===== src/hw/rtl/pdsc_pkg.sv =====
package pdsc_pkg;

   localparam logic [7:0] HDR_VALUE = 8'hFF;

   typedef enum logic [2:0] {
      PH_HUNT = 3'd0,
      PH_ID   = 3'd1,
      PH_CMD  = 3'd2,
      PH_LEN  = 3'd3,
      PH_DATA = 3'd4,
      PH_CHI  = 3'd5,
      PH_CLO  = 3'd6
   } phase_type;

   typedef enum logic [2:0] {
      ROLE_SKIP = 3'd0,
      ROLE_HDR  = 3'd1,
      ROLE_ID   = 3'd2,
      ROLE_CMD  = 3'd3,
      ROLE_LEN  = 3'd4,
      ROLE_PAY  = 3'd5,
      ROLE_CHI  = 3'd6,
      ROLE_CLO  = 3'd7
   } role_type;

   typedef struct packed {
      logic       checksum_ok;
      logic       packet_end;
      logic [7:0] payload_index;
      role_type   role;
      logic [7:0] out_byte;
   } rsp_type;

endpackage


===== src/hw/rtl/packet_deframer_sum_check.sv =====
// A result word leaves from the result register, waiting first in the skid register
// on a stall. One byte per cycle while the skid register is empty; a two-entry output
// stage (result and skid register) lets a byte be taken while a prior result waits.
// Reset (synchronous, active high) returns the deframer to header hunting, clears
// the running sum, counters and checksum flag, and empties the output stage.
module packet_deframer_sum_check
   import pdsc_pkg::*;
(
   input  logic        clock,
   input  logic        reset,
   input  logic        req_tvalid,
   output logic        req_tready,
   input  logic [7:0]  req_tdata,   // [7:0] rx_byte
   output logic        rsp_tvalid,
   input  logic        rsp_tready,
   output logic [15:0] rsp_tdata,   // [7:0] out_byte, [15:8] payload_index
   output logic [3:0]  rsp_tuser,   // [2:0] role, [3] checksum_ok
   output logic        rsp_tlast    // packet_end
);

   phase_type   phase_ff, phase_in;
   logic [7:0]  remaining_ff, remaining_in;
   logic [15:0] sum_ff, sum_in;
   logic        chk_hi_ok_ff, chk_hi_ok_in;
   logic [7:0]  pay_count_ff, pay_count_in;

   rsp_type     result;
   rsp_type     rsp_data_ff, skid_data_ff;
   logic        rsp_valid_ff, skid_valid_ff;

   logic        accept;
   logic        take;
   logic [7:0]  b;

   assign b          = req_tdata;
   assign req_tready = !skid_valid_ff;
   assign accept     = req_tvalid && req_tready;
   assign take       = rsp_valid_ff && rsp_tready;

   // Next phase.
   always_comb begin
      unique case (phase_ff)
         PH_ID:   phase_in = PH_CMD;
         PH_CMD:  phase_in = PH_LEN;
         PH_LEN:  phase_in = (b == 8'd0) ? PH_CHI : PH_DATA;
         PH_DATA: phase_in = (remaining_ff == 8'd1) ? PH_CHI : PH_DATA;
         PH_CHI:  phase_in = PH_CLO;
         PH_CLO:  phase_in = PH_HUNT;
         default: phase_in = (b == HDR_VALUE) ? PH_ID : PH_HUNT;
      endcase
   end

   // Datapath and result word.
   always_comb begin
      remaining_in         = remaining_ff;
      sum_in               = sum_ff;
      chk_hi_ok_in         = chk_hi_ok_ff;
      pay_count_in         = pay_count_ff;
      result.out_byte      = b;
      result.role          = ROLE_SKIP;
      result.payload_index = 8'd0;
      result.packet_end    = 1'b0;
      result.checksum_ok   = 1'b0;
      unique case (phase_ff)
         PH_ID: begin
            result.role = ROLE_ID;
            sum_in      = sum_ff + {8'd0, b};
         end
         PH_CMD: begin
            result.role = ROLE_CMD;
            sum_in      = sum_ff + {8'd0, b};
         end
         PH_LEN: begin
            result.role  = ROLE_LEN;
            sum_in       = sum_ff + {8'd0, b};
            remaining_in = b;
            pay_count_in = 8'd0;
         end
         PH_DATA: begin
            result.role          = ROLE_PAY;
            result.payload_index = pay_count_ff;
            sum_in               = sum_ff + {8'd0, b};
            pay_count_in         = pay_count_ff + 8'd1;
            remaining_in         = remaining_ff - 8'd1;
         end
         PH_CHI: begin
            result.role  = ROLE_CHI;
            chk_hi_ok_in = (b == sum_ff[15:8]);
         end
         PH_CLO: begin
            result.role        = ROLE_CLO;
            result.packet_end  = 1'b1;
            result.checksum_ok = chk_hi_ok_ff && (b == sum_ff[7:0]);
            sum_in             = 16'd0;
            chk_hi_ok_in       = 1'b0;
            remaining_in       = 8'd0;
            pay_count_in       = 8'd0;
         end
         default: begin
            if (b == HDR_VALUE) begin
               result.role  = ROLE_HDR;
               sum_in       = {8'd0, HDR_VALUE};
               chk_hi_ok_in = 1'b0;
               remaining_in = 8'd0;
               pay_count_in = 8'd0;
            end
         end
      endcase
   end

   always_ff @(posedge clock) begin
      if (reset) begin
         phase_ff     <= PH_HUNT;
         remaining_ff <= 8'd0;
         sum_ff       <= 16'd0;
         chk_hi_ok_ff <= 1'b0;
         pay_count_ff <= 8'd0;
      end else if (accept) begin
         phase_ff     <= phase_in;
         remaining_ff <= remaining_in;
         sum_ff       <= sum_in;
         chk_hi_ok_ff <= chk_hi_ok_in;
         pay_count_ff <= pay_count_in;
      end
   end

   // The skid register only fills while the result register holds a word
   // that has not been taken; it drains back into the result register first.
   always_ff @(posedge clock) begin
      if (reset) begin
         rsp_valid_ff  <= 1'b0;
         skid_valid_ff <= 1'b0;
      end else if (!rsp_valid_ff || take) begin
         if (skid_valid_ff) begin
            rsp_valid_ff  <= 1'b1;
            skid_valid_ff <= 1'b0;
         end else begin
            rsp_valid_ff <= accept;
         end
      end else if (accept) begin
         skid_valid_ff <= 1'b1;
      end
   end

   always_ff @(posedge clock) begin
      if (!rsp_valid_ff || take) begin
         if (skid_valid_ff) begin
            rsp_data_ff <= skid_data_ff;
         end else if (accept) begin
            rsp_data_ff <= result;
         end
      end else if (accept) begin
         skid_data_ff <= result;
      end
   end

   assign rsp_tvalid = rsp_valid_ff;
   assign rsp_tdata  = {rsp_data_ff.payload_index, rsp_data_ff.out_byte};
   assign rsp_tuser  = {rsp_data_ff.checksum_ok, rsp_data_ff.role};
   assign rsp_tlast  = rsp_data_ff.packet_end;

   a_skid_behind_rsp: assert property (@(posedge clock) disable iff (reset)
      skid_valid_ff |-> rsp_valid_ff)
      else $error("skid word held while result register is empty");

   a_header_starts_packet: assert property (@(posedge clock) disable iff (reset)
      accept && (phase_ff == PH_HUNT) && (req_tdata == HDR_VALUE) |=> phase_ff == PH_ID)
      else $error("header byte did not start a packet");

   a_last_is_check_low: assert property (@(posedge clock) disable iff (reset)
      rsp_tvalid && rsp_tlast |-> rsp_data_ff.role == ROLE_CLO)
      else $error("packet end flagged on a byte other than check low");

   a_ok_only_at_end: assert property (@(posedge clock) disable iff (reset)
      rsp_tvalid && rsp_data_ff.checksum_ok |-> rsp_data_ff.packet_end)
      else $error("checksum ok flagged away from packet end");

endmodule

===== config.mk =====
export PLATFORM = sky130hd
export DESIGN_NAME = packet_deframer_sum_check
export DESIGN_NICKNAME = d
export VERILOG_FILES = /design/src/hw/rtl/pdsc_pkg.sv /design/src/hw/rtl/packet_deframer_sum_check.sv
export SDC_FILE = /design/constraint.sdc
export NUM_CORES = 1
export LEC_CHECK = 0
export ABC_CLOCK_PERIOD_IN_PS = 2650
export BUFFER_PORTS_ARGS = -buffer_cell sky130_fd_sc_hd__buf_2
export CAP_MARGIN = 0
export CORE_ASPECT_RATIO = 0.5
export CORE_MARGIN = 3
export CORE_UTILIZATION = 45
export DETAILED_ROUTE_END_ITERATION = 10
export PLACE_DENSITY = 0.61
export SLEW_MARGIN = 20
export SYNTH_ARGS = -nofsm -noshare
export SYNTH_HDL_FRONTEND = slang
export SYNTH_SLANG_ARGS = --single-unit

===== constraint.sdc =====
create_clock -name clock -period 2.65 [get_ports clock]
set_input_delay 0.53 -clock clock [delete_from_list [all_inputs] [get_ports clock]]
set_output_delay 0.53 -clock clock [all_outputs]
set_load 0.01 [all_outputs]

==> run_results.csv, run 1 <==
group,metric,value,unit
yosys,synth_seq_cells,80,
power,clkPwrFrac,46.4,%
status,status,"complete, no violations",
clocking,htree_num_levels,3,
yosys,yosysWarningCount,0,
sta,period_needed,2350,ps
yosys,avgSynthCellArea,10.2,sq um
yosys,synth_cell_types,54,
clocking,cts_setup_buffers,0,
power,p_sw,693,uW
clocking,cts_resized,0,
min_path,hp-class,"flop to flop",
power,intPower,2.38,mW
sta,rsz0062_at_grt,"no",
clocking,clkTransAtPathRegs,60,ps
yosys,synthArstFlopShare,0,%
power,power_frac_seq,44.4,%
route,wire_per_inst,17.9,um
placement,hpwl,7.05,mm
sta,setup_viol,0,
setup_path,start_kind,"flop",
floorplan,io_pins,35,
setup_path,reg2reg_slack,300,ps
floorplan,die_area,10400,sq um
route,drc,0,
grt,grt_pass1_wl,17.2,mm
yosys,synth_commonest_cells,"42 x edfxtp_1, 38 x dfxtp_1, 29 x nor2_1, 24 x nand2_1, 23 x a21oi_1",
floorplan,core-area,8430,sq um
yosys,synthTopCellsByArea,"edfxtp_1 31%, dfxtp_1 19%, mux2_2 5.2%",
sta,worst_pin_slew,691,ps
finish,drive_above_1_share,21.6,%
yosys,ys.flop_type,"edfxtp_1",
power,swShare,22.5,%
route,drt-vias-per-instance,5.96,
setup_path,critical_path_class,"flop to flop",
sta,final-max-slew-violation-count,0,
placement,finalWeightedCongestion,0.942,
power,comb_power_share,9.1,%
route,drt-initial-drc-count,200,
sta,finalCritPeriodShare,88.8,%
finish,fin_util,57.1,%
setup_path,critPathCaptureType,"flop",
clocking,numCtsBuffers,9,
sta,max_freq,0.425,GHz
route,drt-total-wl,10.1,mm
floorplan,die_w,141,um
route,firstDrtPassIters,5,
finish,syn_to_final_growth,17.4,%
yosys,synth_edf_count,42,
job,cap_violations,0,
clocking,clock-sinks,80,
sta,tns,0,ps
finish,diodes,0,
yosys,synth_cells,401,
route,vias,3349,
yosys,netlist.area_leader.share,30.8,%
yosys,yosysSeqAreaShare,49.3,%
setup_path,cp_max_fo,8,
placement,port_buffers,34,
finish,fill_cells,723,
grt,gr-total-overflow,0,
floorplan,start_util,48.6,%
grt,grt_pass1_vias,3458,
yosys,syn-num-nets,425,
sta,max_slew_margin,53.7,%
clocking,cts_hold_buf,0,
floorplan,num_rows,23,
power,power_leakage,1.83,nW
clocking,root_buffer,"clkbuf_16",
power,ir_drop,0.313,mV
floorplan,die_y,73.5,um
setup_path,required,2910,ps
sta,fin_skew,3.55,ps
grt,grt_max_degree,27,
grt,grtUsageTotal,21.0,%
sta,hold_viol_final,0,
grt,antenna_found_initial,0,
power,p_per_area,638,nW/um^2
finish,fin_nets,469,
yosys,yosysMostFrequentCell,"edfxtp_1",
route,ant_nets,0,
clocking,insertion_delay,340,ps
clocking,cts_tree,"yes",
clocking,cts.path.max_buffers,2,
setup_path,crit_arrival,2610,ps
yosys,yosysTopAreaCell,"edfxtp_1",
yosys,syn-cell-area,4100,sq um
==> metrics by stage <==
step	hold WS, ps	power [mW]	cell area (sq um)	setup slack (ps)	std cells
2_1_floorplan	447	1.56	4100	330	401
3_3_place_gp	462	1.66	4470	158	546
3_5_place_dp	485	1.67	4470	7.29	546
4_1_cts	493	3.10	4820	317	562
5_1_grt	523	3.19	4820	165	562
6_report	487	3.07	4820	297	562
==> flip-flops by register name (all words and copies together) (netlist names) <==
register / flops
rsp_tvalid: 1
phase_ff: 3
sum_ff: 16
pay_count_ff: 8
remaining_ff: 8
chk_hi_ok_ff: 1
rsp_tdata: 16
skid_data_ff: 21
rsp_tuser: 4
skid_valid_ff: 1
rsp_tlast: 1
==> kinds of logic (layout without fill, tap and decap cells) <==
group                    count (synthesis)  in the layout  share of synthesized area [%]
flip-flops                              80             80                           49.3
buffers and inverters                   33             82                           3.17
multiplexers                            22             22                           5.95
adder cells (fa/ha/maj)                 12             12                           3.84
XOR/XNOR                                15             15                           3.20
AO/OA/AOI/OAI                           94             94                           15.6
AND/OR/NAND/NOR                        145            145                           18.9
==> per-layer routing <==
| layer | vias up | routed length (um) | track usage (%) | part of all wire [%] |
|---|---|---|---|---|
| met5 | - | 0 | 0 | 0 |
| met4 | 0 | 212 | 7.95 | 2.1 |
| met3 | 25 | 576 | 5.07 | 5.7 |
| met2 | 88 | 4670 | 34.1 | 46 |
| met1 | 1641 | 4630 | 27.7 | 46 |
| li1 | 1595 | - | - | - |
==> power by group through the flow <==
stage          combinational, mW  clock (mW)  sequential [mW]
2_1_floorplan              0.166           0             1.40
3_5_place_dp               0.277           0             1.39
3_3_place_gp               0.271           0             1.39
5_1_grt                    0.311        1.51             1.37
4_1_cts                    0.281        1.45             1.37
6_report                   0.281        1.43             1.37
==> path summary, 6_finish.rpt <==
kind / startpoint / to / depth (start not counted)
hold reg to reg: pay_count_ff[1]$_SDFFE_PP0P_ / pay_count_ff[1]$_SDFFE_PP0P_ / 2
hold / removal: pay_count_ff[1]$_SDFFE_PP0P_ / pay_count_ff[1]$_SDFFE_PP0P_ / 2
setup / recovery: sum_ff[0]$_SDFFE_PP0P_ / sum_ff[10]$_SDFFE_PP0P_ / 9
setup reg to reg: sum_ff[0]$_SDFFE_PP0P_ / sum_ff[10]$_SDFFE_PP0P_ / 9
==> critical path, cell delays in order, from the launching register on <==
cell and delay, ps:
dfxtp_1 340, ha_1 200, inv_1 70, fa_1 400
nor2b_1 200, o2111a_1 240, o41ai_1 80, buf_4 170
or4_1 400, a21oi_1 190
==> cells in the final DEF (no fill, tap or decap), drive strengths merged, types with 11 or more instances in the layout <==
cell    Yosys  routed
mux2       19      19
a21oi      23      23
o21ai      19      19
nor2       30      30
edfxtp     42      42
dfxtp      38      38
and2       11      11
ha         11      11
xnor2      11      11
nand2      24      24
inv        14      15
nor3       21      21
buf         7      52
==> cell type report <==
type	instances	area, sq um	area share, %
Multi-Input combinational cell	288	1950	40.5
Inverter	14	52.6	1.09
Timing Repair Buffer	52	305	6.34
Clock buffer	10	229	4.75
Clock inverter	6	116	2.42
Tap cell	112	140	2.91
Sequential cell	80	2020	42.0
Power figures use the tool's default switching activity.
==> run 2: changes to the inputs <==
CORE_UTILIZATION = 60   (was 45)
PLACE_DENSITY = 0.78   (was 0.61)
==> run 2 against run 1 <==
Effect of this change:
- core utilization up 18 points
- register-to-register slack hardly changed
- total power shrank 9.3%
- sequential share of layout area up 0.78 points
- final area down 1.8%
- clock power fell by 20%
- critical path depth decreased by 4
- fmax decreased by 0.11%
- routed wire length fell by 7.2%
- first-iteration DRC count rose by 30%
- sequential power is essentially flat
- clock-buffer cell count is 1 lower
- critical path type unchanged
- critical endpoint is now pay_count_ff[6]$_SDFFE_PP0P_
==> run_results.csv, run 2 (synthesis results as in run 1) <==
group,metric,value,unit
sta,finalCritPeriodShare,88.9,%
route,dr_wl_met2,4.34,mm
clocking,cts_hold_buf,0,
finish,syn_to_final_growth,15.3,%
min_path,hold_end,"pay_count_ff[1]$_SDFFE_PP0P_",
floorplan,die_area,7920,sq um
clocking,cts_tree,"yes",
placement,finalWeightedCongestion,0.867,
sta,max_freq,0.424,GHz
power,power_leakage,1.79,nW
floorplan,core-area,6330,sq um
route,firstDrtPassIters,7,
floorplan,die_w,123,um
grt,grt_pass1_vias,3179,
finish,diodes,0,
power,p_total,2.79,mW
sta,max_slew_margin,47.1,%
route,drt-vias-per-instance,6.37,
clocking,clock-sinks,80,
floorplan,num_rows,20,
route,met3_length,790,um
setup_path,reg2reg_slack,290,ps
finish,drive_above_1_share,21.7,%
setup_path,required,2930,ps
route,vias,3431,
finish,final_common_cell,"edfxtp_1",
setup_path,cp_max_fo,18,
setup_path,critPathCaptureType,"flop",
setup_path,timing.rr.start,"phase_ff[0]$_SDFFE_PP0P_",
route,wire_per_inst,17.4,um
route,routed.top_layer,"met4",
clocking,numCtsBuffers,9,
min_path,min_from,"pay_count_ff[1]$_SDFFE_PP0P_",
setup_path,ff2ff_path_depth,5,
sta,setup_viol,0,
sta,hold_viol_final,0,
setup_path,max_stage_delay,530,ps
setup_path,critPathSlowestCell,"or4_1",
route,ant_nets,0,
finish,largest_reg_flops,21,
sta,final-max-slew-violation-count,0,
power,p_per_area,589,nW/um^2
grt,antenna_found_initial,0,
route,drt-initial-drc-count,259,
min_path,hp-class,"flop to flop",
clocking,htree_num_levels,3,
setup_path,critical_path_class,"flop to flop",
floorplan,die_y,64.5,um
floorplan,io_pins,35,
placement,hpwl,6.57,mm
sta,fin_skew,6.00,ps
power,ir_drop,0.355,mV
min_path,hold_depth,2,
clocking,insertion_delay,340,ps
setup_path,crit_chain,"and3b_1 -> a221o_1 -> or3_1 -> or4_1 -> nand2_1",
grt,grt_max_degree,27,
finish,regMostFlops,"skid_data_ff",
sta,tns,0,ps
route,drt-total-wl,9.36,mm
job,cap_violations,0,
sta,period_needed,2360,ps
clocking,cts.path.max_buffers,2,
clocking,root_buffer,"clkbuf_16",
finish,fin_nets,470,
setup_path,r2r_end,"pay_count_ff[6]$_SDFFE_PP0P_",
clocking,cts_setup_buffers,0,
route,drc,0,
finish,layout_common_cells,"42 x edfxtp_1, 38 x dfxtp_1, 34 x buf_2",
sta,rsz0062_at_grt,"no",
setup_path,start_kind,"flop",
floorplan,start_util,64.8,%
grt,grt_pass1_wl,15.4,mm
finish,fin_util,74.7,%
sta,worst_pin_slew,792,ps
status,status,"complete, no violations",
clocking,cts_resized,0,
setup_path,crit_arrival,2640,ps
grt,grtUsageTotal,25.3,%
grt,gr-total-overflow,0,
placement,port_buffers,34,
clocking,clkTransAtPathRegs,60,ps
route,drt-met1-wl,4.07,mm
## run 2: cell types whose count changed in the layout (fill, tap and decap cells not counted)
cell | before | now
inv_8 | 0 | 1
inv_6 | 1 | 2
clkinv_1 | 0 | 1
buf_4 | 18 | 19
clkinvlp_4 | 0 | 3
clkinv_4 | 2 | 0
clkbuf_1 | 1 | 0
bufinv_16 | 3 | 0
## run 2: worst max-delay path, delay by kind of cell (launching register included)
family	cells	cell delay (ps)
AO/OA/AOI/OAI	1	380
flip-flops	1	460
AND/OR/NAND/NOR	4	1450
## run 2: power by group
group	leakage, nW	switching (mW)	internal (mW)	total, mW
clock	0.128	0.501	0.643	1.14
combinational	0.953	0.169	0.109	0.278
sequential	0.712	0.0192	1.35	1.36
## run 2: layer usage
metal  vias up  GRT usage, %
met1      1639          33.7
met3        23          7.67
met5         -             0
met4         0          8.37
met2       171          39.8
li1       1598             -
## run 2: layout make-up
type                    instances  area (sq um)
clock buffers                   9           225
clock inverters                 7          55.1
fillers                       415          1600
inverters                      14          52.6
multi-input cells             288          1950
flip-flops and latches         80          2020
well taps                      88           110
repair buffers                 53           313
## run 2: worst max path at each step
stage                                   end                      from  slack (ps)
2_1_floorplan        sum_ff[8]$_SDFFE_PP0P_              req_tdata[0]         330
3_3_place_gp        sum_ff[12]$_SDFFE_PP0P_              req_tdata[1]         180
3_5_place_dp        sum_ff[14]$_SDFFE_PP0P_              req_tdata[0]          90
4_1_cts        pay_count_ff[6]$_SDFFE_PP0P_  phase_ff[0]$_SDFFE_PP0P_         320
5_1_grt        pay_count_ff[6]$_SDFFE_PP0P_  phase_ff[0]$_SDFFE_PP0P_         190
6_report       pay_count_ff[6]$_SDFFE_PP0P_  phase_ff[0]$_SDFFE_PP0P_         290
## run 2: metrics by stage
stage	cells	instance area (sq um)	setup WS [ps]	hold WS, ps
detailed placement	523	4450	93.8	476
CTS	539	4730	320	496
finish	539	4730	294	496
global placement	523	4450	181	461
global route	539	4730	191	513
floorplan	401	4100	330	447
==> run 3: changes to the inputs <==
ABC_CLOCK_PERIOD_IN_PS = 2850   (was 2650)
clock period = 2.85 ns   (was 2.65 ns; I/O delays follow)
==> run 3 against run 2 <==
Effect of this change:
- clock power grew 8%
- critical endpoint unchanged
- final area grew 0.37%
- worst setup slack gained 190 ps
- critical path depth is the same
- die area is the same
- clock-buffer cell count grew 1
- cell count shrank 0.56%
- sequential share of layout area shrank 0.16 points
- largest cell class unchanged
==> run_results.csv, run 3 (synthesis results as in run 1) <==
group,metric,value,unit
setup_path,r2r_end,"pay_count_ff[6]$_SDFFE_PP0P_",
route,drc,0,
min_path,min_from,"pay_count_ff[7]$_SDFFE_PP0P_",
placement,finalWeightedCongestion,0.905,
clocking,cts_hold_buf,0,
clocking,cts_resized,0,
setup_path,ff2ff_path_depth,5,
sta,worst_pin_slew,709,ps
sta,period_needed,2360,ps
finish,layout_common_cells,"42 x edfxtp_1, 38 x dfxtp_1, 34 x buf_2",
finish,regMostFlops,"skid_data_ff",
route,drt-total-wl,9.32,mm
grt,grtUsageTotal,25.5,%
grt,antenna_found_initial,0,
finish,final_common_cell,"edfxtp_1",
setup_path,required,3130,ps
status,status,"complete, no violations",
floorplan,num_rows,20,
setup_path,critPathCaptureType,"flop",
sta,setup_viol,0,
sta,final-max-slew-violation-count,0,
route,drt-vias-per-instance,6.16,
finish,diodes,0,
min_path,hold_depth,2,
clocking,cts_setup_buffers,0,
clocking,htree_num_levels,3,
placement,place_area,4430,sq um
finish,syn_to_final_growth,15.7,%
route,ant_nets,0,
setup_path,start_kind,"flop",
floorplan,die_y,64.5,um
clocking,cts.path.max_buffers,2,
power,p_total,2.75,mW
floorplan,core-area,6330,sq um
job,cap_violations,0,
sta,rsz0062_at_grt,"no",
clocking,cts_tree,"yes",
clocking,clkTransAtPathRegs,60,ps
clocking,insertion_delay,340,ps
floorplan,io_pins,35,
grt,gr-total-overflow,0,
setup_path,cp_max_fo,18,
grt,grt_pass1_vias,3161,
setup_path,reg2reg_slack,490,ps
min_path,hold_end,"pay_count_ff[7]$_SDFFE_PP0P_",
power,power_leakage,1.81,nW
route,vias,3301,
power,p_per_area,580,nW/um^2
sta,hold_viol_final,0,
finish,largest_reg_flops,21,
finish,final_area,4750,sq um
clocking,clock-sinks,80,
sta,max_freq,0.424,GHz
floorplan,die_area,7920,sq um
grt,grt_pass1_wl,15.6,mm
placement,hpwl,6.58,mm
power,ir_drop,0.294,mV
min_path,hp-class,"flop to flop",
finish,fin_nets,467,
floorplan,start_util,64.8,%
clocking,numCtsBuffers,9,
setup_path,crit_arrival,2640,ps
route,drt-initial-drc-count,312,
setup_path,critical_path_class,"flop to flop",
route,firstDrtPassIters,5,
grt,grt_max_degree,27,
setup_path,timing.rr.start,"phase_ff[0]$_SDFFE_PP0P_",
sta,max_slew_margin,52.5,%
route,wire_per_inst,17.4,um
sta,finalCritPeriodShare,82.8,%
floorplan,die_w,123,um
sta,tns,0,ps
finish,drive_above_1_share,21.2,%
clocking,root_buffer,"clkbuf_16",
placement,port_buffers,34,
sta,fin_skew,5.47,ps
-- run 3: cell count changes in the layout (fill, tap and decap cells not counted), sizes merged --
cell      change
buf           -3
clkinv        +1
clkinvlp      -3
clkbuf        +1
bufinv        +2
inv           -1
-- run 3: final cells by class --
cell class | instances | area (sq um)
clock inverters | 6 | 91.3
flip-flops and latches | 80 | 2020
multi-input cells | 288 | 1950
well taps | 88 | 110
repair buffers | 50 | 290
clock buffers | 10 | 229
inverters | 14 | 52.6
fillers | 447 | 1580
-- run 3: worst max-delay path by stage --
stage,from,to,cells after the start
final,phase_ff[0]$_SDFFE_PP0P_,pay_count_ff[6]$_SDFFE_PP0P_,5
after CTS,phase_ff[0]$_SDFFE_PP0P_,pay_count_ff[6]$_SDFFE_PP0P_,5
after floorplan,req_tdata[0],sum_ff[8]$_SDFFE_PP0P_,8
after global placement,req_tdata[0],sum_ff[10]$_SDFFE_PP0P_,10
after detailed placement,req_tdata[0],sum_ff[14]$_SDFFE_PP0P_,10
after global routing,phase_ff[0]$_SDFFE_PP0P_,pay_count_ff[6]$_SDFFE_PP0P_,5
-- run 3: metrics by stage --
step	hold slack, ps	setup WS, ps	utilization (%)	std cells
2_1_floorplan	447	490	-	401
3_3_place_gp	458	281	69.9	520
3_5_place_dp	486	262	69.9	520
4_1_cts	494	518	75.0	536
5_1_grt	525	387	75.0	536
6_report	497	489	75.0	536
-- run 3: routing by layer --
layer  GRT usage, %  vias up  wire length, um
li1               -     1600                -
met2           40.1      106             4260
met3           6.80       18              602
met4           7.95        0              156
met1           34.6     1577             4300
met5              0        -                0
-- run 3: critical path: stages (launching register included) --
cell and delay (ps):
dfxtp_1 490, and3b_1 410, a221o_1 370, or3_1 440, or4_1 530, nand2_1 70
-- run 3: power breakdown --
group	switching, mW	total [mW]	internal (mW)
Combinational	0.157	0.256	0.0987
Clock	0.454	1.23	0.773
Sequential	0.0180	1.27	1.25
Total	0.628	2.75	2.12
